===== src/sv/swm_pkg.sv =====
// Shared types and constants for the star wildcard matcher.
// Holds the opcode codes, the decoded command word and the pattern defaults.
// No dependencies.
package swm_pkg;

    localparam int PATTERN_CAPACITY_DEF = 32;
    localparam logic [7:0] STAR_BYTE = 8'h2A;

    typedef enum logic [1:0] {
        OP_CLEAR  = 2'd0,
        OP_APPEND = 2'd1,
        OP_BEGIN  = 2'd2,
        OP_TEXT   = 2'd3
    } opcode_t;

    typedef enum logic [3:0] {
        CMD_CLEAR  = 4'b0001,
        CMD_APPEND = 4'b0010,
        CMD_BEGIN  = 4'b0100,
        CMD_TEXT   = 4'b1000
    } cmd_kind_t;

    typedef struct packed {
        cmd_kind_t  kind;
        logic [7:0] data_byte;
    } cmd_t;

endpackage


===== src/sv/swm_front.sv =====
// Input stage of the star wildcard matcher: accepts words and decodes the opcode.
// Depends on swm_pkg for the opcode and command types.
module swm_front (
    input  logic          clk,
    input  logic          rst_n,
    input  logic          s_axis_tvalid,
    output logic          s_axis_tready,
    input  logic [1:0]    s_axis_tuser,   // [1:0] opcode
    input  logic [7:0]    s_axis_tdata,   // [7:0] data_byte
    output logic          cmd_valid,
    input  logic          cmd_ready,
    output swm_pkg::cmd_t cmd
);
    import swm_pkg::*;

    logic      valid_reg;
    logic      valid_next;
    cmd_t      cmd_reg;
    cmd_kind_t kind_dec;

    assign s_axis_tready = !valid_reg || cmd_ready;
    assign cmd_valid     = valid_reg;
    assign cmd           = cmd_reg;

    always_comb
    begin
        unique case (opcode_t'(s_axis_tuser))
            OP_CLEAR:  kind_dec = CMD_CLEAR;
            OP_APPEND: kind_dec = CMD_APPEND;
            OP_BEGIN:  kind_dec = CMD_BEGIN;
            OP_TEXT:   kind_dec = CMD_TEXT;
            default:   kind_dec = CMD_TEXT;
        endcase
    end

    always_comb
    begin
        valid_next = valid_reg;
        if (s_axis_tready)
        begin
            valid_next = s_axis_tvalid;
        end
    end

    always_ff @(posedge clk or negedge rst_n)
    begin
        if (!rst_n)
        begin
            valid_reg <= 1'b0;
        end
        else
        begin
            valid_reg <= valid_next;
        end
    end

    always_ff @(posedge clk)
    begin
        if (s_axis_tvalid && s_axis_tready)
        begin
            cmd_reg.kind      <= kind_dec;
            cmd_reg.data_byte <= s_axis_tdata;
        end
    end

endmodule


===== src/sv/swm_queue.sv =====
// Two-entry command queue between the decode stage and the match engine.
// Depends on swm_pkg for the command type.
module swm_queue (
    input  logic          clk,
    input  logic          rst_n,
    input  logic          in_valid,
    output logic          in_ready,
    input  swm_pkg::cmd_t in_cmd,
    output logic          out_valid,
    input  logic          out_ready,
    output swm_pkg::cmd_t out_cmd
);
    import swm_pkg::*;

    localparam int QUEUE_DEPTH = 2;

    cmd_t       entry_reg [QUEUE_DEPTH];
    logic       wr_ptr_reg;
    logic       wr_ptr_next;
    logic       rd_ptr_reg;
    logic       rd_ptr_next;
    logic [1:0] count_reg;
    logic [1:0] count_next;
    logic       push;
    logic       pop;

    assign in_ready  = count_reg != 2'(QUEUE_DEPTH);
    assign out_valid = count_reg != 2'd0;
    assign out_cmd   = entry_reg[rd_ptr_reg];
    assign push      = in_valid && in_ready;
    assign pop       = out_valid && out_ready;

    always_comb
    begin
        wr_ptr_next = wr_ptr_reg;
        rd_ptr_next = rd_ptr_reg;
        count_next  = count_reg;
        if (push)
        begin
            wr_ptr_next = wr_ptr_reg + 1'b1;
        end
        if (pop)
        begin
            rd_ptr_next = rd_ptr_reg + 1'b1;
        end
        if (push && !pop)
        begin
            count_next = count_reg + 2'd1;
        end
        else if (pop && !push)
        begin
            count_next = count_reg - 2'd1;
        end
    end

    always_ff @(posedge clk or negedge rst_n)
    begin
        if (!rst_n)
        begin
            wr_ptr_reg <= 1'b0;
            rd_ptr_reg <= 1'b0;
            count_reg  <= 2'd0;
        end
        else
        begin
            wr_ptr_reg <= wr_ptr_next;
            rd_ptr_reg <= rd_ptr_next;
            count_reg  <= count_next;
        end
    end

    always_ff @(posedge clk)
    begin
        if (push)
        begin
            entry_reg[wr_ptr_reg] <= in_cmd;
        end
    end

endmodule


===== src/sv/swm_back.sv =====
// Match engine: pattern store, live-position vector and the result register.
// Depends on swm_pkg for the command type and the star byte.
module swm_back #(
    parameter int PATTERN_CAPACITY = swm_pkg::PATTERN_CAPACITY_DEF
) (
    input  logic          clk,
    input  logic          rst_n,
    input  logic          cmd_valid,
    output logic          cmd_ready,
    input  swm_pkg::cmd_t cmd,
    output logic          m_axis_tvalid,
    input  logic          m_axis_tready,
    output logic [7:0]    m_axis_tdata    // [0] matched, [1] pattern_overflow, [7:2] zero
);
    import swm_pkg::*;

    localparam int LEN_W  = $clog2(PATTERN_CAPACITY + 1);
    localparam int LIVE_W = PATTERN_CAPACITY + 1;

    logic [7:0]        store_reg [PATTERN_CAPACITY];
    logic [LEN_W-1:0]  len_reg;
    logic [LEN_W-1:0]  len_next;
    logic              ovf_reg;
    logic              ovf_next;
    logic [LIVE_W-1:0] live_reg;
    logic [LIVE_W-1:0] live_next;
    logic [LIVE_W-1:0] init_reg;
    logic [LIVE_W-1:0] init_next;
    logic              out_valid_reg;
    logic              out_valid_next;
    logic              out_matched_reg;
    logic              out_ovf_reg;
    logic              matched_next;

    logic [LIVE_W-1:0] star_m;
    logic [LIVE_W-1:0] eq_m;
    logic [LIVE_W-1:0] step;
    logic [LIVE_W-1:0] gen;
    logic [LIVE_W-1:0] sum;
    logic [LIVE_W-1:0] carry;
    logic [LIVE_W-1:0] adv;
    logic [LIVE_W-1:0] init_app;
    logic              full;
    logic              take;
    logic              is_star;

    assign cmd_ready     = !out_valid_reg || m_axis_tready;
    assign take          = cmd_valid && cmd_ready;
    assign full          = len_reg == LEN_W'(PATTERN_CAPACITY);
    assign is_star       = cmd.data_byte == STAR_BYTE;
    assign m_axis_tvalid = out_valid_reg;
    assign m_axis_tdata  = {6'd0, out_ovf_reg, out_matched_reg};

    always_comb
    begin
        star_m = '0;
        eq_m   = '0;
        for (int i = 0; i < PATTERN_CAPACITY; i++)
        begin
            if (LEN_W'(i) < len_reg)
            begin
                star_m[i] = store_reg[i] == STAR_BYTE;
                eq_m[i]   = store_reg[i] == cmd.data_byte;
            end
        end
    end

    // A star keeps its position live; a star or an equal byte moves it on by one.
    // The star closure is a carry chain: stars propagate, live stars generate.
    assign step  = (live_reg & star_m) | ((live_reg & (star_m | eq_m)) << 1);
    assign gen   = step & star_m;
    assign sum   = star_m + gen;
    assign carry = sum ^ star_m ^ gen;
    assign adv   = step | carry;

    // The empty-text set grows only while the pattern holds nothing but stars.
    always_comb
    begin
        init_app[0] = init_reg[0];
        for (int j = 1; j < LIVE_W; j++)
        begin
            init_app[j] = init_reg[j]
                || (init_reg[j-1] && len_reg == LEN_W'(j - 1) && is_star);
        end
    end

    always_comb
    begin
        len_next       = len_reg;
        ovf_next       = ovf_reg;
        live_next      = live_reg;
        init_next      = init_reg;
        matched_next   = 1'b0;
        out_valid_next = out_valid_reg && !m_axis_tready;
        if (take)
        begin
            out_valid_next = 1'b1;
            unique case (cmd.kind)
                CMD_CLEAR:
                begin
                    len_next  = '0;
                    ovf_next  = 1'b0;
                    live_next = LIVE_W'(1);
                    init_next = LIVE_W'(1);
                end
                CMD_APPEND:
                begin
                    if (!full)
                    begin
                        len_next = len_reg + 1'b1;
                    end
                    else
                    begin
                        ovf_next = 1'b1;
                    end
                    init_next = init_app;
                    live_next = init_app;
                end
                CMD_BEGIN:
                begin
                    live_next    = init_reg;
                    matched_next = init_reg[len_reg];
                end
                CMD_TEXT:
                begin
                    live_next    = adv;
                    matched_next = adv[len_reg];
                end
                default:
                begin
                    matched_next = 1'b0;
                end
            endcase
        end
    end

    always_ff @(posedge clk or negedge rst_n)
    begin
        if (!rst_n)
        begin
            len_reg       <= '0;
            ovf_reg       <= 1'b0;
            live_reg      <= LIVE_W'(1);
            init_reg      <= LIVE_W'(1);
            out_valid_reg <= 1'b0;
        end
        else
        begin
            len_reg       <= len_next;
            ovf_reg       <= ovf_next;
            live_reg      <= live_next;
            init_reg      <= init_next;
            out_valid_reg <= out_valid_next;
        end
    end

    always_ff @(posedge clk)
    begin
        if (take)
        begin
            out_matched_reg <= matched_next;
            out_ovf_reg     <= ovf_next;
        end
        for (int i = 0; i < PATTERN_CAPACITY; i++)
        begin
            if (take && cmd.kind == CMD_APPEND && len_reg == LEN_W'(i))
            begin
                store_reg[i] <= cmd.data_byte;
            end
        end
    end

endmodule


===== src/sv/star_wildcard_matcher.sv =====
// Top level of the star wildcard matcher: decode stage, command queue, match engine.
// Depends on swm_pkg, swm_front, swm_queue and swm_back.
//
//   Channel   Dir   Bits used                          Meaning
//   s_axis    in    tuser[1:0] opcode, tdata[7:0] byte  pattern or text operation
//   m_axis    out   tdata[0] matched, tdata[1] ovf      one result word per input word
//
// One word is accepted per cycle while s_axis_tready is high; the result passes through
// the decode register, a queue entry and the result register. The rate is set by the
// combinational update of the live position vector, a PATTERN_CAPACITY+1 bit carry add.
// Reset empties the pattern, clears the overflow flag and leaves position zero live.
// A stalled output fills the two-entry queue, after which s_axis_tready drops.
module star_wildcard_matcher #(
    parameter int PATTERN_CAPACITY = swm_pkg::PATTERN_CAPACITY_DEF
) (
    input  logic       clk,
    input  logic       rst_n,
    input  logic       s_axis_tvalid,
    output logic       s_axis_tready,
    input  logic [1:0] s_axis_tuser,   // [1:0] opcode
    input  logic [7:0] s_axis_tdata,   // [7:0] data_byte
    output logic       m_axis_tvalid,
    input  logic       m_axis_tready,
    output logic [7:0] m_axis_tdata    // [0] matched, [1] pattern_overflow, [7:2] zero
);
    import swm_pkg::*;

    logic front_valid;
    logic front_ready;
    cmd_t front_cmd;
    logic queue_valid;
    logic queue_ready;
    cmd_t queue_cmd;

    swm_front u_front (
        .clk           (clk),
        .rst_n         (rst_n),
        .s_axis_tvalid (s_axis_tvalid),
        .s_axis_tready (s_axis_tready),
        .s_axis_tuser  (s_axis_tuser),
        .s_axis_tdata  (s_axis_tdata),
        .cmd_valid     (front_valid),
        .cmd_ready     (front_ready),
        .cmd           (front_cmd)
    );

    swm_queue u_queue (
        .clk       (clk),
        .rst_n     (rst_n),
        .in_valid  (front_valid),
        .in_ready  (front_ready),
        .in_cmd    (front_cmd),
        .out_valid (queue_valid),
        .out_ready (queue_ready),
        .out_cmd   (queue_cmd)
    );

    swm_back #(
        .PATTERN_CAPACITY (PATTERN_CAPACITY)
    ) u_back (
        .clk           (clk),
        .rst_n         (rst_n),
        .cmd_valid     (queue_valid),
        .cmd_ready     (queue_ready),
        .cmd           (queue_cmd),
        .m_axis_tvalid (m_axis_tvalid),
        .m_axis_tready (m_axis_tready),
        .m_axis_tdata  (m_axis_tdata)
    );

endmodule


===== config.mk =====
export PLATFORM = sky130hd
export DESIGN_NAME = star_wildcard_matcher
export DESIGN_NICKNAME = d
export VERILOG_FILES = /design/src/sv/swm_pkg.sv /design/src/sv/swm_front.sv /design/src/sv/swm_queue.sv /design/src/sv/swm_back.sv /design/src/sv/star_wildcard_matcher.sv
export SDC_FILE = /design/constraint.sdc
export NUM_CORES = 1
export LEC_CHECK = 0
export BUFFER_PORTS_ARGS = -buffer_cell sky130_fd_sc_hd__buf_2
export CORE_UTILIZATION = 65
export DETAILED_ROUTE_END_ITERATION = 7
export PLACE_DENSITY_LB_ADDON = 0.1
export SKIP_LAST_GASP = 1
export SLEW_MARGIN = 20
export SYNTH_ARGS = -nofsm -noshare
export SYNTH_HDL_FRONTEND = slang
export SYNTH_SLANG_ARGS = --single-unit

===== constraint.sdc =====
create_clock -name clk -period 13.7 [get_ports clk]
set_input_delay 1.37 -clock clk [delete_from_list [all_inputs] [get_ports clk]]
set_output_delay 1.37 -clock clk [all_outputs]
set_load 0.1 [all_outputs]

[Word-level counts from Yosys, hierarchy flattened]
Memories as Yosys holds them, arrays and structs flattened.
Index checks and enable logic that the tools add are counted.
Storage, ports and cells
  register bits: 93
  bits in writable memories: 280
  output and inout bits: 10
  memories: 2
Memories
  u_back.store_reg: depth 32, width 8, rd ports 32, clocked after memory_dff 0, write ports 1, RTL line swm_back.sv:20  | logic [7:0] store_reg [PATTERN_CAPACITY];
  u_queue.entry_reg: depth 2, width 12, rd ports 1, clocked after memory_dff 0, write ports 1, RTL line swm_queue.sv:17  | cmd_t entry_reg [QUEUE_DEPTH];
Cells by class
  add/subtract/negate cells: 6
  order comparisons: 33
  eq/ne operators: 106
  mux-type cells: 239
  bitwise gates (word level): 9
  reductions and logical operators: 183
Operators with widths (count)
  $eq 8x6->1 const B: 33
  $eq 8x8->1: 32
  $mux 8: 31
  $reduce_or 8->1: 31
  $mux 1: 166
  $mux 5: 31
  $pmux 33 s4: 1
  $logic_and 1x1->1: 103
  $eq 6x5->1 const B: 16
  $lt 5x6->1 const A: 16
  $and 33x32->33: 2
  $or 33x33->33: 2
  $pmux 33 s2: 1
  $eq 6x4->1 const B: 8
  $lt 4x6->1 const A: 8
  $logic_or 1x1->1: 34
  $add 32x33->33: 1
  $xor 33x32->33: 1
  $xor 33x33->33: 1
  $and 32x32->32: 1
  $or 32x32->32: 1
  $eq 6x3->1 const B: 4
  $lt 3x6->1 const A: 4
  $pmux 4 s4: 1
  30 further kinds: 47

[Depth between registers and ports, before layout]
  depth after elaboration: 39
  mapped depth: 22
  depth with buffers taken out: 19

[Modules after synthesis]
A second synthesis with hierarchy kept.
Second synthesis, totals
  cells, all modules: 1929
  area, all modules: 20952.6 um^2
Modules (own cells, without submodules)
  swm_back: times used 1, cells an instance 1854, area an instance 19437.4 um^2, sequential area each 9576.7 um^2
  swm_queue: times used 1, cells an instance 55, area an instance 1078.5 um^2, sequential area each 820.8 um^2
  swm_front: times used 1, cells an instance 20, area an instance 436.7 um^2, sequential area each 385.4 um^2

[Least setup slack after synthesis]
OpenSTA, ideal clock, no wires.
  kind: flip-flop to flip-flop
  start point: register u_back.len_reg[0]
  end point: register u_back.out_matched_reg, data pin
  setup time: 265 ps
  arrival time: 4364 ps
  path slack: 9072 ps
  cell stages (with the launch flop): 23
  path buffers: 3
  cell sequence: dfrtp_1 > clkbuf_1 > clkbuf_1 > inv_1 > clkbuf_1 > ha_1 > nand2b_1 > o2111ai_1 > inv_1 > a31oi_1 > and3_1 > ha_1 > o21bai_1 > a31oi_1 > a211oi_1 > o31ai_1 > a31oi_2 > o31ai_2 > a211oi_1 > o21ai_1 > o2111ai_1 > a41oi_1 > o31ai_2
Between the ends
  word-level cells in the longest chain between the ends: 13
Ends and longest elaborated chain
  start, declared: RTL line swm_back.sv:21  | logic [LEN_W-1:0] len_reg;
  start signal, assigned: RTL line swm_back.sv:149  | len_reg <= len_next;
  $lt 1x6->1 (tied with other cells): RTL line swm_back.sv:60  | if (LEN_W'(i) < len_reg)
  $mux 1: RTL line swm_back.sv:60
  $or 32x32->32: RTL line swm_back.sv:70  | assign step = (live_reg & star_m) | ((live_reg & (star_m | eq_m)) << 1);
  $and 32x32->32: RTL line swm_back.sv:70
  $or 33x33->33: RTL line swm_back.sv:70
  $and 33x32->33: RTL line swm_back.sv:71  | assign gen = step & star_m;
  $add 32x33->33: RTL line swm_back.sv:72  | assign sum = star_m + gen;
  $xor 33x32->33: RTL line swm_back.sv:73  | assign carry = sum ^ star_m ^ gen;
  $xor 33x33->33: RTL line swm_back.sv:73
  $or 33x33->33: RTL line swm_back.sv:74  | assign adv = step | carry;
  $bmux 1 s6: RTL line swm_back.sv:127  | matched_next = adv[len_reg];
  $mux 1 (implied by the code): RTL line swm_back.sv:127
  $pmux 1 s2 (*): RTL line swm_back.sv:98  | unique case (cmd.kind)
  via u_back.matched_next: RTL line swm_back.sv:33  | logic matched_next;
  end signal, assigned: RTL line swm_back.sv:161  | out_matched_reg <= matched_next;
  end, declared: RTL line swm_back.sv:31  | logic out_matched_reg;
The timed path passes the listed nets; every way through them passes the cells marked *. The select of a mux whose other input is x is not followed.
A chain may end at the register's enable or synchronous reset.

[Worst setup path in the final report]
  start point: register u_queue.rd_ptr_reg
  end point: register u_back.out_matched_reg, data pin
Between the ends
  word-level cells in the longest chain between the ends: 14
Ends and longest elaborated chain
  start, declared: RTL line swm_queue.sv:20  | logic rd_ptr_reg;
  start signal, assigned: RTL line swm_queue.sv:67  | rd_ptr_reg <= rd_ptr_next;
  $mem_v2 2x12 (*)
  $eq 8x8->1: RTL line swm_back.sv:63  | eq_m[i] = store_reg[i] == cmd.data_byte;
  $mux 1: RTL line swm_back.sv:60
  $or 32x32->32: RTL line swm_back.sv:70
  $and 32x32->32: RTL line swm_back.sv:70
  $or 33x33->33: RTL line swm_back.sv:70
  $and 33x32->33: RTL line swm_back.sv:71
  $add 32x33->33: RTL line swm_back.sv:72
  $xor 33x32->33: RTL line swm_back.sv:73
  $xor 33x33->33: RTL line swm_back.sv:73
  $or 33x33->33: RTL line swm_back.sv:74
  $bmux 1 s6: RTL line swm_back.sv:127
  $mux 1 (implied by the code): RTL line swm_back.sv:127
  $pmux 1 s2 (*): RTL line swm_back.sv:98
  via u_back.matched_next: RTL line swm_back.sv:33
Marked as above.

==> results_dict.tcl <==
set metrics [dict create \
    rsz0062_at_grt "false" \
    drt_iter0_drc 2076 \
    antenna_found_initial 0 \
    path_buf_inv 2 \
    wl_mm 62.1 \
    fillers 2179 \
    clk_latency_ns 0.56 \
    place_inst 2193 \
    power.density_nw_per_um2 171 \
    syn_area_um2 20500 \
    die-height_um 179 \
    report.final.slew_viol_count 0 \
    p_leak_nw 7.49 \
    largest_register_ffs 256 \
    violations "design-rule violations" \
    r2r_cells 19 \
    fmax_mhz 186 \
    synth-seq-cells 372 \
    drive_gt1_share_pct 9.41 \
    path_cells "buf_4 -> mux2i_4 -> buf_4 -> xnor2_1 -> nor4_2 -> a31oi_1 -> and3_1 -> ha_1 -> o21bai_1 -> a31oi_1 -> a211oi_1 -> o31ai_1 -> a31oi_2 -> o31ai_2 -> a211oi_1 -> o21ai_1 -> o2111ai_1 -> a41oi_1 -> o31ai_2" \
    min_path_type "register to register" \
    worst_hold_path.num_cells 0 \
    cap_viol_max_count 0 \
    dp_hpwl_mm 41.2 \
    post_cts_resize_count 0 \
    synth_warnings 0 \
    seq_area_um2 10800 \
    synthArstFlopShare_pct 21.0 \
    synth_edf_count 294 \
    die_area_um2 32200 \
    grt_usage_pct 38.6 \
    max_slew_margin_pct 25.1 \
    setup.worst_path.start_class "register" \
    die-width_um 179 \
    fin_crit_ns 5.39 \
    core_area_um2 30700 \
    post_drt_wl_per_cell_um 27.4 \
    cp.depth 19 \
    worst_clock_skew_ns 0.0348 \
    synthFlopType "edfxtp_1" \
    yosysUniqueCellTypes 99 \
    dr.pass1.iters 8 \
    cts_buffers 40 \
    initial_utilization_pct 66.5 \
    rows 64 \
    clock-sinks 372 \
    finish.utilization_pct 72.0 \
    ant_nets 0 \
    h-tree-depth 2 \
    multi_input_area_um2 9110 \
    area_growth_pct 8.25 \
    cp.required_ns 14.01 \
    grt_overflow 0 \
    cp_slowest_cell "buf_4" \
    synth_area_per_cell_um2 11.2 \
    synth_seq_area_share_pct 52.7 \
    pin_count 24 \
    final_nets 1858 \
    cts_tree "done" \
    grt_max_degree 78 \
    setup_viol_count_final 0 \
    vdd_drop_max_mv 0.267 \
    synthCells 1833 \
    port_buffers 17 \
    cts_root_buffer "clkbuf_16" \
    period_share_pct 39.3 \
    crit_fanout 33 \
    clock_path_buffers 3 \
    vias 16200 \
    critPathMaxStageDelay_ns 0.61 \
    grt_pass1_vias 15800 \
    fin_cells 2266 \
    setup_tns_ns 0 \
    endpoint_kind "register" \
    outcome "finished with violations" \
    cts_setup_buffers 0 \
    clk_pin_slew_worst_paths_ns 0.07 \
    worstSetupPathType "register to register" \
    tightest_slew_ns 1.11 \
    ctsHoldBuffers 0 \
    grt_pass1_wl_mm 93.8 \
    diodes 0 \
    cp.arrival_ns 5.70 \
    viasPerCell 7.13 \
    drc 26 \
    hold_viol_final 0 \
    critPathTopFamily "compound AO/OA/AOI/OAI gates" \
    routabilityCongestion 1.04 \
]
-- metrics by stage --
stage	setup slack, ns	hold slack, ns	instance area [um^2]	total power [mW]
2_1_floorplan	9.07	0.421	20500	2.34
4_1_cts	8.34	0.439	22100	3.77
3_5_place_dp	8.36	0.430	20900	2.74
6_report	8.31	0.442	22200	3.79
3_3_place_gp	8.51	0.424	20900	2.70
5_1_grt	7.95	0.453	22200	3.90
-- worst paths after layout --
| check | startpoint | end | slack (ns) |
|---|---|---|---|
| hold / removal | u_front.cmd[11] | u_queue.entry_reg[1][11] | 0.44 |
| hold reg to reg | u_front.cmd[11] | u_queue.entry_reg[1][11] | 0.44 |
| setup reg to reg | u_queue.rd_ptr_reg | u_back.out_matched_reg | 8.31 |
| min in group asynchronous | rst_n | u_back.live_reg[3] | 0.61 |
| max in group asynchronous | rst_n | u_back.live_reg[24] | 12.16 |
| setup / recovery | u_queue.rd_ptr_reg | u_back.out_matched_reg | 8.31 |
-- power breakdown --
group	switching, mW	leakage, nW	total [mW]	internal, mW
clock network	0.452	0.612	1.04	0.592
logic	0.921	3.16	1.31	0.387
registers	0.0406	3.72	1.44	1.40
-- kinds of logic after synthesis --
| family | Yosys count | share of synthesized area, % |
|---|---|---|
| other | 1 | 0.0183 |
| adder cells (fa/ha/maj) | 5 | 0.306 |
| buffers and inverters | 134 | 3.17 |
| AO/OA/AOI/OAI | 378 | 12.7 |
| AND/OR/NAND/NOR | 661 | 18.0 |
| multiplexers | 20 | 1.90 |
| flip-flops | 372 | 52.7 |
| XOR/XNOR | 262 | 11.2 |
-- cells in the final DEF (no fill, tap or decap), types with 16 or more instances in the layout --
master / count
edfxtp_1: 294
xnor2_1: 221
nor2_1: 137
nand2_1: 97
nand3_1: 89
dfrtp_1: 76
o21ai_0: 75
a21oi_1: 69
a31oi_1: 60
nor3_1: 50
and3_1: 45
nor4_1: 45
xor2_1: 41
clkbuf_16: 40
inv_1: 36
buf_4: 35
nor4b_1: 31
nor4bb_1: 30
nand4_1: 26
nand2b_1: 16
and2_1: 16
buf_2: 16
-- layout make-up --
class,count,area share [%]
repair buffers,52,1.60
inverters,41,0.717
clock inverters,20,0.791
well taps,396,2.24
clock buffers,53,4.83
flip-flops and latches,372,48.7
multi-input cells,1332,41.1
-- per-layer routing --
| metal | up-vias | track usage, % | part of all wire [%] |
|---|---|---|---|
| li1 | 6954 | - | - |
| met1 | 7892 | 53.6 | 40 |
| met2 | 1087 | 57.2 | 43 |
| met3 | 218 | 10.9 | 12 |
| met4 | 0 | 16.4 | 4.4 |
| met5 | - | 0 | 0 |
-- synth_stat cells (all sizes together) (47+ instances only) --
master / number / area (um^2)
edfxtp: 294 / 8830
xnor2: 221 / 1940
nor2: 137 / 514
nand2: 97 / 364
nand3: 89 / 445
o21ai: 83 / 415
dfrtp: 76 / 1900
a21oi: 70 / 354
a31oi: 62 / 400
nor3: 57 / 290
nor4: 52 / 369
clkbuf: 47 / 176
(Power assumes the default switching activity.)
